## config.mk

```make
export PLATFORM = sky130hd
export DESIGN_NAME = masked_blob_box_center
export DESIGN_NICKNAME = d
export VERILOG_FILES = /design/src/mbbc_pkg.sv /design/src/mbbc_tracker.sv /design/src/mbbc_out_reg.sv /design/src/masked_blob_box_center.sv
export SDC_FILE = /design/constraint.sdc
export NUM_CORES = 1
export LEC_CHECK = 0
export ABC_CLOCK_PERIOD_IN_PS = 11130
export BUFFER_PORTS_ARGS = -buffer_cell sky130_fd_sc_hd__buf_2
export CAP_MARGIN = 20
export CORE_MARGIN = 3
export CORE_UTILIZATION = 37
export CTS_CLUSTER_SIZE = 12
export DETAILED_ROUTE_END_ITERATION = 10
export GPL_TIMING_DRIVEN = 0
export PLACE_DENSITY = 0.55
export SYNTH_ARGS = -nofsm -noshare
export SYNTH_HDL_FRONTEND = slang
export SYNTH_SLANG_ARGS = --single-unit
```

## constraint.sdc

```tcl
create_clock -name clk -period 11.13 [get_ports clk]
set_input_delay 1.113 -clock clk [delete_from_list [all_inputs] [get_ports clk]]
set_output_delay 1.113 -clock clk [all_outputs]
set_load 0.02 [all_outputs]
```

## src/mbbc_pkg.sv

```systemverilog
// Package for the masked blob box center block.
// Holds the pixel and result types and the fixed field widths; no dependencies.
`timescale 1ns / 1ps
`default_nettype none

package mbbc_pkg;

  // Fixed field widths
  localparam int unsigned ChanW   = 8;
  localparam int unsigned CenterW = 12;
  localparam int unsigned FwW     = 13;

  // Defaults
  localparam int unsigned MaxDimDefault = 4096;
  localparam logic [FwW-1:0] FwReset = 13'd640;
  localparam logic [ChanW-1:0] White = 8'd255;

  // One input pixel
  typedef struct packed {
    logic [ChanW-1:0] red;
    logic [ChanW-1:0] green;
    logic [ChanW-1:0] blue;
    logic             end_of_frame;
  } pixel_t;

  // One result item
  typedef struct packed {
    logic [ChanW-1:0]   red;
    logic [ChanW-1:0]   green;
    logic [ChanW-1:0]   blue;
    logic               frame_done;
    logic               object_found;
    logic [CenterW-1:0] center_x;
    logic [CenterW-1:0] center_y;
  } result_t;

  // Tracker status seen by the top level
  typedef struct packed {
    logic seen;
    logic at_origin;
  } status_t;

endpackage : mbbc_pkg

`default_nettype wire

```

## src/mbbc_tracker.sv

```systemverilog
// Position counters and bounding-box tracker for one pixel per cycle while pix_accept is high.
// Depends on mbbc_pkg for the pixel, result and status types.
`timescale 1ns / 1ps
`default_nettype none

module mbbc_tracker import mbbc_pkg::*; #(
  parameter int unsigned MAX_DIM = MaxDimDefault
) (
  input  wire logic           clk,
  input  wire logic           rst_n,
  input  wire logic           cfg_we,
  input  wire logic [FwW-1:0] cfg_width,
  input  wire logic           pix_accept,
  input  wire pixel_t         pix_i,
  output result_t             res_o,
  output status_t             stat_o
);

  localparam int unsigned CW = (MAX_DIM > 1) ? $clog2(MAX_DIM) : 1;
  localparam int unsigned LW = (FwW > CW + 1) ? FwW : CW + 1;
  localparam logic [LW-1:0] MaxDimL  = LW'(MAX_DIM);
  localparam logic [CW-1:0] RowLimit = CW'(MAX_DIM - 1);

  logic [FwW-1:0] fw_r;
  logic [CW-1:0]  col_r, row_r;
  logic [CW-1:0]  minc_r, maxc_r, minr_r, maxr_r;
  logic           seen_r;

  logic [CW-1:0]  col_nxt, row_nxt;
  logic [CW-1:0]  minc_nxt, maxc_nxt, minr_nxt, maxr_nxt;
  logic           seen_nxt;

  logic           obj, first, ext_minc, ext_maxc, ext_minr, ext_maxr, extend;
  logic [CW-1:0]  minc_u, maxc_u, minr_u, maxr_u;
  logic [LW-1:0]  fw_l, eff_w, next_col;
  logic [CW:0]    sum_x, sum_y;
  logic [CW+CenterW:0] ext_x, ext_y;

  // Object test and box extension against the current extremes
  always_comb begin
    obj      = (|pix_i.red) & (|pix_i.green) & (|pix_i.blue);
    first    = obj & ~seen_r;
    ext_minc = obj & seen_r & (col_r < minc_r);
    ext_maxc = obj & seen_r & (col_r > maxc_r);
    ext_minr = obj & seen_r & (row_r < minr_r);
    ext_maxr = obj & seen_r & (row_r > maxr_r);
    extend   = first | ext_minc | ext_maxc | ext_minr | ext_maxr;
    minc_u   = (first | ext_minc) ? col_r : minc_r;
    maxc_u   = (first | ext_maxc) ? col_r : maxc_r;
    minr_u   = (first | ext_minr) ? row_r : minr_r;
    maxr_u   = (first | ext_maxr) ? row_r : maxr_r;
  end

  // Effective width and column wrap
  always_comb begin
    fw_l = LW'(fw_r);
    if (fw_l == '0) begin
      eff_w = LW'(1);
    end else if (fw_l > MaxDimL) begin
      eff_w = MaxDimL;
    end else begin
      eff_w = fw_l;
    end
    next_col = LW'(col_r) + LW'(1);
  end

  // Midpoints of the box after this pixel, masked to the field width
  always_comb begin
    sum_x = {1'b0, minc_u} + {1'b0, maxc_u};
    sum_y = {1'b0, minr_u} + {1'b0, maxr_u};
    ext_x = {{CenterW{1'b0}}, sum_x};
    ext_y = {{CenterW{1'b0}}, sum_y};
  end

  // Result for the accepted pixel
  always_comb begin
    res_o.red          = extend ? White : pix_i.red;
    res_o.green        = extend ? White : pix_i.green;
    res_o.blue         = extend ? White : pix_i.blue;
    res_o.frame_done   = pix_i.end_of_frame;
    res_o.object_found = pix_i.end_of_frame & (seen_r | first);
    res_o.center_x     = res_o.object_found ? ext_x[CenterW:1] : '0;
    res_o.center_y     = res_o.object_found ? ext_y[CenterW:1] : '0;
  end

  // Next state: clear on frame end, else update box and counters
  always_comb begin
    if (pix_i.end_of_frame) begin
      col_nxt  = '0;
      row_nxt  = '0;
      minc_nxt = '0;
      maxc_nxt = '0;
      minr_nxt = '0;
      maxr_nxt = '0;
      seen_nxt = 1'b0;
    end else begin
      minc_nxt = minc_u;
      maxc_nxt = maxc_u;
      minr_nxt = minr_u;
      maxr_nxt = maxr_u;
      seen_nxt = seen_r | first;
      if (next_col >= eff_w) begin
        col_nxt = '0;
        row_nxt = (row_r < RowLimit) ? row_r + CW'(1) : row_r;
      end else begin
        col_nxt = next_col[CW-1:0];
        row_nxt = row_r;
      end
    end
  end

  // State registers
  always_ff @(posedge clk) begin
    if (!rst_n) begin
      fw_r   <= FwReset;
      col_r  <= '0;
      row_r  <= '0;
      minc_r <= '0;
      maxc_r <= '0;
      minr_r <= '0;
      maxr_r <= '0;
      seen_r <= 1'b0;
    end else begin
      if (cfg_we) begin
        fw_r <= cfg_width;
      end
      if (pix_accept) begin
        col_r  <= col_nxt;
        row_r  <= row_nxt;
        minc_r <= minc_nxt;
        maxc_r <= maxc_nxt;
        minr_r <= minr_nxt;
        maxr_r <= maxr_nxt;
        seen_r <= seen_nxt;
      end
    end
  end

  assign stat_o.seen      = seen_r;
  assign stat_o.at_origin = (col_r == '0) && (row_r == '0);

endmodule : mbbc_tracker

`default_nettype wire

```

## src/mbbc_out_reg.sv

```systemverilog
// Output register stage for result items, with flow control toward the input.
// Depends on mbbc_pkg for the result type.
`timescale 1ns / 1ps
`default_nettype none

module mbbc_out_reg import mbbc_pkg::*; (
  input  wire logic    clk,
  input  wire logic    rst_n,
  input  wire logic    load,
  input  wire result_t res_i,
  output logic         up_ready,
  output logic         valid,
  input  wire logic    ready,
  output result_t      res_o
);

  logic    valid_r, valid_nxt;
  result_t res_r;

  // Stage frees up when empty or when its item is taken this cycle
  assign up_ready = ~valid_r | ready;

  always_comb begin
    if (load) begin
      valid_nxt = 1'b1;
    end else if (ready) begin
      valid_nxt = 1'b0;
    end else begin
      valid_nxt = valid_r;
    end
  end

  always_ff @(posedge clk) begin
    if (!rst_n) begin
      valid_r <= 1'b0;
    end else begin
      valid_r <= valid_nxt;
    end
  end

  // Payload, no reset
  always_ff @(posedge clk) begin
    if (load) begin
      res_r <= res_i;
    end
  end

  assign valid = valid_r;
  assign res_o = res_r;

endmodule : mbbc_out_reg

`default_nettype wire

```

## src/masked_blob_box_center.sv

```systemverilog
// Top level of the masked blob box center block.
// Depends on mbbc_pkg, mbbc_tracker and mbbc_out_reg.
//
// Takes one raster-ordered RGB pixel per clock and returns one result per pixel,
// on the cycle after acceptance. A pixel with all three channels nonzero is an
// object pixel; one that extends the bounding box passes through as white. The
// pixel flagged with tlast ends the frame: its result carries tlast, object_found
// in tuser and the box midpoints, and the tracker clears for the next frame.
// Throughput is one pixel per cycle, set by the compare-and-update of the tracker
// registers; the only stall is backpressure on the output register. frame_width
// is to be written through the cfg port while the block is idle (not enforced by
// the block); zero acts as one and values above MAX_DIM act as MAX_DIM.
`timescale 1ns / 1ps
`default_nettype none

module masked_blob_box_center import mbbc_pkg::*; #(
  parameter int unsigned MAX_DIM = MaxDimDefault
) (
  input  wire logic           clk,
  input  wire logic           rst_n,
  // config
  input  wire logic           cfg_valid,
  output logic                cfg_ready,
  input  wire logic [FwW-1:0] cfg_data,     // frame_width
  // pixel in
  input  wire logic           in_tvalid,
  output logic                in_tready,
  input  wire logic [23:0]    in_tdata,     // pixel_red, pixel_green, pixel_blue
  input  wire logic           in_tlast,     // end_of_frame
  // result out
  output logic                out_tvalid,
  input  wire logic           out_tready,
  output logic [47:0]         out_tdata,    // out_red, out_green, out_blue,
                                            // center_x, center_y
  output logic                out_tlast,    // frame_done
  output logic                out_tuser     // object_found
);

  pixel_t  pix;
  result_t res_comb, res_q;
  status_t stat;
  logic    in_accept;

  assign cfg_ready = 1'b1;
  assign in_accept = in_tvalid & in_tready;

  // Unpack the request
  always_comb begin
    pix.red          = in_tdata[7:0];
    pix.green        = in_tdata[15:8];
    pix.blue         = in_tdata[23:16];
    pix.end_of_frame = in_tlast;
  end

  mbbc_tracker #(
    .MAX_DIM(MAX_DIM)
  ) u_tracker (
    .clk       (clk),
    .rst_n     (rst_n),
    .cfg_we    (cfg_valid & cfg_ready),
    .cfg_width (cfg_data),
    .pix_accept(in_accept),
    .pix_i     (pix),
    .res_o     (res_comb),
    .stat_o    (stat)
  );

  mbbc_out_reg u_out_reg (
    .clk     (clk),
    .rst_n   (rst_n),
    .load    (in_accept),
    .res_i   (res_comb),
    .up_ready(in_tready),
    .valid   (out_tvalid),
    .ready   (out_tready),
    .res_o   (res_q)
  );

  // Pack the result
  assign out_tdata = {res_q.center_y, res_q.center_x, res_q.blue, res_q.green, res_q.red};
  assign out_tlast = res_q.frame_done;
  assign out_tuser = res_q.object_found;

  // An accepted pixel always shows up as a result on the next cycle
  a_accept_to_out: assert property (@(posedge clk) disable iff (!rst_n)
    in_accept |=> out_tvalid)
    else $error("accepted pixel did not produce a result");

  // Frame end leaves the tracker cleared
  a_frame_clear: assert property (@(posedge clk) disable iff (!rst_n)
    (in_accept && in_tlast) |=> (stat.at_origin && !stat.seen))
    else $error("tracker not cleared after frame end");

  // Box report fields are zero away from frame end
  a_report_zero: assert property (@(posedge clk) disable iff (!rst_n)
    (out_tvalid && !out_tlast) |-> (!out_tuser && out_tdata[47:24] == 24'd0))
    else $error("box report outside frame end");

  // No object seen means no report at frame end
  a_found_zero: assert property (@(posedge clk) disable iff (!rst_n)
    (out_tvalid && out_tlast && !out_tuser) |-> (out_tdata[47:24] == 24'd0))
    else $error("center nonzero with no object");

endmodule : masked_blob_box_center

`default_nettype wire
```

Word-level counts from Yosys, hierarchy flattened
Index checks and enable logic that the tools add are counted.
- $lt $le $gt $ge: 7
- muxes and demuxes: 18
- $add $sub $neg: 4
- bitwise operators: 21
- reduce and logical (&&, ||, !) cells: 8
- operators by type and width (operator ; count):
    $mux W12 ; 13
    $add A12 B12 Y13 ; 2
    $mux W13 ; 2
    $gt A12 B12 Y1 ; 2
    $lt A12 B12 Y1 ; 2
    $reduce_or A8 Y1 ; 3
    $add A12 B1 Y13 const B ; 1
    $ge A13 B13 Y1 ; 1
    $gt A13 B13 Y1 const B ; 1
    $logic_not A13 Y1 ; 1
    $add A12 B1 Y12 const B ; 1
    $lt A12 B12 Y1 const B ; 1
    $and A1 B1 Y1 ; 10
    $or A1 B1 Y1 ; 9
    $reduce_bool A2 Y1 ; 3
    $mux W1 ; 3
    $reduce_and A3 Y1 ; 1
    $not A1 Y1 ; 2
- output and inout bits: 53
- input port bits: 43
- bits in registers: 137

Longest topological paths before layout
- depth after elaboration: 9
- mapped depth: 20
- depth with buffers taken out: 19

By module
From an unflattened synthesis, not the netlist that was laid out.
- cells, all modules: 977
- area total of the unflattened synthesis: 8943.6 um^2
- modules (own cells, without submodules) (module ; area each (um^2) ; instances ; cells an instance ; sequential area each (um^2)):
    mbbc_tracker ; 7375.8 ; 1 ; 920 ; 1721.7
    mbbc_out_reg ; 1550.2 ; 1 ; 54 ; 1521.5
    masked_blob_box_center ; 17.5 ; 1 ; 3 ; 0.0

Worst setup path before layout
Ideal clock, no wire load.
- path kind: input port to flip-flop
- from: input port in_tdata[5]
- to: register u_out_reg.res_r, in the netlist u_out_reg.res_o[21] (data pin)
- path buffers: 2
- cell stages on the path: 17
- slack: 6593 ps
- data required time: 10864 ps
- arrival: 4272 ps
- path through: nor4_1 -> nand2_1 -> and3_1 -> clkbuf_1 -> nand2_1 -> buf_1 -> mux2_2 -> fa_1 -> a21o_1 -> a21oi_1 -> o21bai_1 -> a21oi_1 -> o21bai_1 -> a21oi_1 -> o21ai_0 -> xnor2_1 -> nor2_1
- cells in the longest elaborated chain, start to end: 8
- elaborated cells on any way between the ends: 14
- classes of those cells: add/sub (1); mux (2); bitwise (10); reduce/logical (1)
- RTL lines (item ; RTL line ; source):
    from (decl) ; masked_blob_box_center.sv:28 ; input wire logic [23:0] in_tdata,
    $reduce_or A8 Y1 * ; mbbc_tracker.sv:41 ; obj = (|pix_i.red) & (|pix_i.green) & (|pix_i.blue);
    $and A1 B1 Y1 * (2 in a row) ; mbbc_tracker.sv:41 ;
    $and A1 B1 Y1 ; mbbc_tracker.sv:43, mbbc_tracker.sv:44 ;
    $and A1 B1 Y1, on equally long branches ; mbbc_tracker.sv:43, mbbc_tracker.sv:44 ;
    $or A1 B1 Y1, on equally long branches ; mbbc_tracker.sv:48, mbbc_tracker.sv:49 ;
    $mux W12, on equally long branches ; mbbc_tracker.sv:48, mbbc_tracker.sv:49 ;
    $add A12 B12 Y13 ; mbbc_tracker.sv:69 ; sum_x = {1'b0, minc_u} + {1'b0, maxc_u};
    to (signal assigned) ; mbbc_out_reg.sv:44 ; res_r <= res_i;
    to (decl) ; mbbc_out_reg.sv:18 ; result_t res_r;
Mark *: on every way between the ends. The rest lies on a longest branch, timed or not.
A chain may end at the register's enable or synchronous reset.

Final worst setup path
- from: register u_tracker.col_r[5]
- to: register u_out_reg.res_r, in the netlist u_out_reg.res_o[21] (data pin)
- cells in the longest elaborated chain, start to end: 5
- elaborated cells on any way between the ends: 9
- classes of those cells: add/sub (1); order compare (2); mux (2); bitwise (4)
- RTL lines (item ; RTL line ; source):
    from (decl) ; mbbc_tracker.sv:25 ; logic [CW-1:0] col_r, row_r;
    from (signal assigned) ; mbbc_tracker.sv:128 ; col_r <= col_nxt;
    $lt A12 B12 Y1 / $gt A12 B12 Y1 (equally long branches) ; mbbc_tracker.sv:43, mbbc_tracker.sv:44 ;
    $and A1 B1 Y1, on equally long branches ; mbbc_tracker.sv:43, mbbc_tracker.sv:44 ;
    $or A1 B1 Y1, on equally long branches ; mbbc_tracker.sv:48, mbbc_tracker.sv:49 ;
    $mux W12, on equally long branches ; mbbc_tracker.sv:48, mbbc_tracker.sv:49 ;
    $add A12 B12 Y13 * ; mbbc_tracker.sv:69 ;
Marked as above.

==> results by group <==
STA
  • Final Skew: 0.01239 ns
  • Setup-failing EPs final: 0
  • Tmin final: 5.138 ns
  • Fmax: 194.6 MHz
  • Final hold vios: 0
  • Setup TNS: 0 ns
  • Final slew viol count: 0
  • Worst relative slew slack: 0.4280
  • Slew at the pin with the worst max-slew slack: 0.8523 ns
  • Final period utilization: 0.4617
  • RSZ-0062 raised after global routing: false

Cells and area
  • Util after Layout: 0.4421
  • Final instance area: 9737 um2
  • Antenna cells: 0
  • FILL cells: 2213
  • Seq. cell area: 3243 um2
  • Nets@finish: 1145
  • Area grow syn2layout: 16.18%
  • Multi-input logic area: 4735 um2
  • Layout cell share with drive strength beyond 1: 0.1680

Power
  • Pwr Density: 117.4 nW/um2
  • Peak VDD IR: 0.0001043 V
  • Design Power: 1.143 mW
  • Leak: 3.814 nW

Setup path
  • Worst R2R Start: u_tracker.col_r[5]
  • Critical path startpoint category: flip-flop
  • FF-to-FF setup slack: 5.99 ns
  • Crit path kind: flip-flop to flip-flop
  • Crit-path max FO: 10
  • CP cell instances: ha_1, a2111oi_0, o21ai_1, a211o_1, a21oi_1, clkbuf_1, o21ai_0, fa_1, a21o_1, a21oi_1, o21bai_1, a21oi_1, o21bai_1, a21oi_1, o21ai_0, xnor2_1, nor2_1
  • Worst EP arrival: 5.29 ns
  • Worst r2r dst: u_out_reg.res_o[21]
  • CP max stage cell: a2111oi_0
  • Critical path endpoint category: flip-flop
  • Crit-path max cell delay: 0.55 ns
  • Worst path required time: 11.28 ns
  • Most used cell, CP: a21oi_1
  • Worst r2r path cells: 17

Worst hold path
  • Worst Hold Class: flip-flop to flip-flop
  • Worst Hold End: u_tracker.fw_l[9]
  • Hold path start: u_tracker.fw_l[9]
  • Hold depth: 2

GRT
  • Number of global-route vias before repair: 6561
  • Initial antenna violation count: 0
  • GRT Overall Usage: 0.1704
  • First-pass GRT wire length: 33.50 mm
  • Pin count of the biggest net entering global routing: 55
  • GRT overflow: 0

Clock tree
  • Root Buffer: clkbuf_16
  • CTS H-tree depth: 4
  • Clock sinks: 137
  • Clk buf depth: 2
  • Clock-pin slew on the worst setup and hold paths: 0.06 ns
  • Worst skew pair latency: 0.42 ns
  • Hold buffer count at cts: 0
  • CTS tree: done
  • CTS Buf Count: 17
  • Setup Fix Bufs, Post-CTS: 0
  • Post_cts resized: 0

Drt
  • Via count: 6784
  • Iteration-0 DRC count of the detailed router: 305
  • First-pass iteration count of the detailed router: 5
  • Vias/cell: 5.179
  • DRC violations left: 0
  • Post-DRT Antenna Nets: 0
  • WL/cell: 15.46 um
  • DRT Wirelength: 20.25 mm

Floorplanning
  • # rows: 54
  • Core Area: 22030 um2
  • I/O pin total: 96
  • Die Y: 156.5 um
  • Die area: 24490 um2
  • Width of the chip: 156.5 um
  • Initial Util: 0.3805

Synth
  • Synth Register Bits: 137
  • Post-Syn Area per Cell: 9.271 um2
  • Yosys cell types: 60
  • Seq/Total Area, Yosys: 0.3870
  • Prevailing post-synth register cell: dfxtp_1
  • Post-synthesis xor/xnor area fraction: 0.03553
  • Synth Area in Adders: 0.1287
  • Synth Instances: 904
  • Post-synth EDFFs: 50
  • Mapped Nets: 1032
  • Largest family of logic cells by synthesized area: simple AND/OR/NAND/NOR gates
  • Syn Std Cell Area: 8381 um2
  • Synth Warn #: 0
  • Post-Synth Simple-Gate Area: 0.1835
  • Post-synthesis mux area share: 0.04733
  • Compound-Gate Fraction of Synth Area: 0.1695
  • Post-synth ARST share: 0

Placed design
  • Placed cell area: 9225 um2
  • GP Congestion: 0.8341
  • Buffers on Ports: 93
  • Dpl hpwl: 15.88 mm

Job
  • Max_cap viols: 0

Run status
  • Status: finished, final reports clean
[metrics by stage]
step / hold slack [ns] / cells / worst slack, ns
after CTS: 0.5228 / 1310 / 5.932
after floorplan: 0.4664 / 904 / 6.593
after global placement: 0.4830 / 1277 / 5.841
final: 0.5192 / 1310 / 5.992
after global routing: 0.5557 / 1310 / 5.491
after detailed placement: 0.4988 / 1278 / 5.814
[worst max-delay path by stage]
| stage | from | endpoint | cells after the start | slack [ns] |
|---|---|---|---|---|
| floorplan | in_tdata[5] | u_out_reg.res_o[21] | 17 | 6.59 |
| global placement | in_tdata[17] | u_out_reg.res_o[21] | 18 | 5.84 |
| detailed placement | in_tdata[17] | u_out_reg.res_o[21] | 18 | 5.81 |
| CTS | u_tracker.col_r[5] | u_out_reg.res_o[21] | 17 | 5.93 |
| global route | u_tracker.col_r[5] | u_out_reg.res_o[21] | 17 | 5.49 |
| finish | u_tracker.col_r[5] | u_out_reg.res_o[21] | 17 | 5.99 |
[synthesized netlist by cell type, types with 6 or more instances]
| library cell | number | area, um2 |
|---|---|---|
| dfxtp_1 | 87 | 1742 |
| ha_1 | 83 | 1039 |
| nor2b_1 | 73 | 456.7 |
| nand2_1 | 65 | 244.0 |
| inv_1 | 61 | 229.0 |
| a22oi_1 | 55 | 412.9 |
| edfxtp_1 | 50 | 1501 |
| nor2_1 | 49 | 183.9 |
| o21ai_0 | 47 | 235.2 |
| clkbuf_1 | 40 | 150.1 |
| a21oi_1 | 34 | 170.2 |
| xnor2_1 | 25 | 219.0 |
| or2_2 | 24 | 150.1 |
| a21o_1 | 22 | 165.2 |
| mux2_2 | 21 | 236.5 |
| nand3_1 | 19 | 95.09 |
| mux2i_1 | 16 | 160.2 |
| nor4_1 | 14 | 87.58 |
| nand4_1 | 13 | 81.33 |
| xor2_1 | 9 | 78.83 |
| and3_1 | 8 | 50.05 |
| a31oi_1 | 7 | 43.79 |
| nor3_1 | 6 | 30.03 |
[critical path: cells and delay by family, from the launching register on]
family | cells | cell delay, ns
xor+xnor | 1 | 0.16
simple gates | 1 | 0.06
fa+ha+maj | 2 | 0.80
buf+inv | 1 | 0.36
flops | 1 | 0.53
compound gates | 12 | 2.92
[report_power, final]
part           internal (mW)  total, mW  switching, mW  leakage [nW]
clock network          0.280      0.499          0.218         0.244
registers              0.532      0.538        0.00564          1.15
logic                 0.0380      0.107         0.0687          2.42
[sequential cells by signal (all words and copies together) (netlist names)]
| name | flops |
|---|---|
| u_tracker.minc_r | 12 |
| u_tracker.row_r | 12 |
| u_tracker.maxr_r | 12 |
| u_tracker.minr_r | 12 |
| u_out_reg.valid | 1 |
| u_tracker.col_r | 12 |
| u_tracker.maxc_r | 12 |
| u_tracker.seen_r | 1 |
| u_tracker.fw_l | 13 |
| u_out_reg.res_o | 50 |
[routing by layer]
layer | GRT usage | wire (um) | vias to the layer above
li1 | - | - | 3479
met1 | 0.2399 | 10460 | 3133
met2 | 0.2640 | 8599 | 152
met3 | 0.03761 | 933 | 20
met4 | 0.04794 | 252 | 0
met5 | 0 | 0 | -
[layout make-up]
type / instances / share of cell area
Clock buffer: 18 / 0.04408
Sequential cell: 137 / 0.3331
Multi-Input combinational cell: 661 / 0.4863
Buffer: 44 / 0.01748
Tap cell: 280 / 0.03598
Clock inverter: 14 / 0.008481
Inverter: 62 / 0.02403
Timing Repair Buffer: 94 / 0.05063
[kinds of logic (layout without fill, tap and decap cells)]
kind of cell / Yosys count / after routing
buf+inv: 106 / 232
other cells: 1 / 1
simple gates: 293 / 293
compound gates: 211 / 211
fa+ha+maj: 85 / 85
xor+xnor: 34 / 34
mux: 37 / 37
flops: 137 / 137
[layout by cell type (no fill, tap or decap), types with 14 or more instances in the layout]
cell type	synthesis	layout
a21o_1	22	22
a21oi_1	34	34
a22oi_1	55	55
buf_2	1	94
clkbuf_1	40	41
clkbuf_16	0	17
dfxtp_1	87	87
edfxtp_1	50	50
ha_1	83	83
inv_1	61	61
mux2_2	21	21
mux2i_1	16	16
nand2_1	65	65
nand3_1	19	19
nor2_1	49	49
nor2b_1	73	73
nor4_1	14	14
o21ai_0	47	47
or2_2	24	24
xnor2_1	25	25
Power figures use the tool's default switching activity.
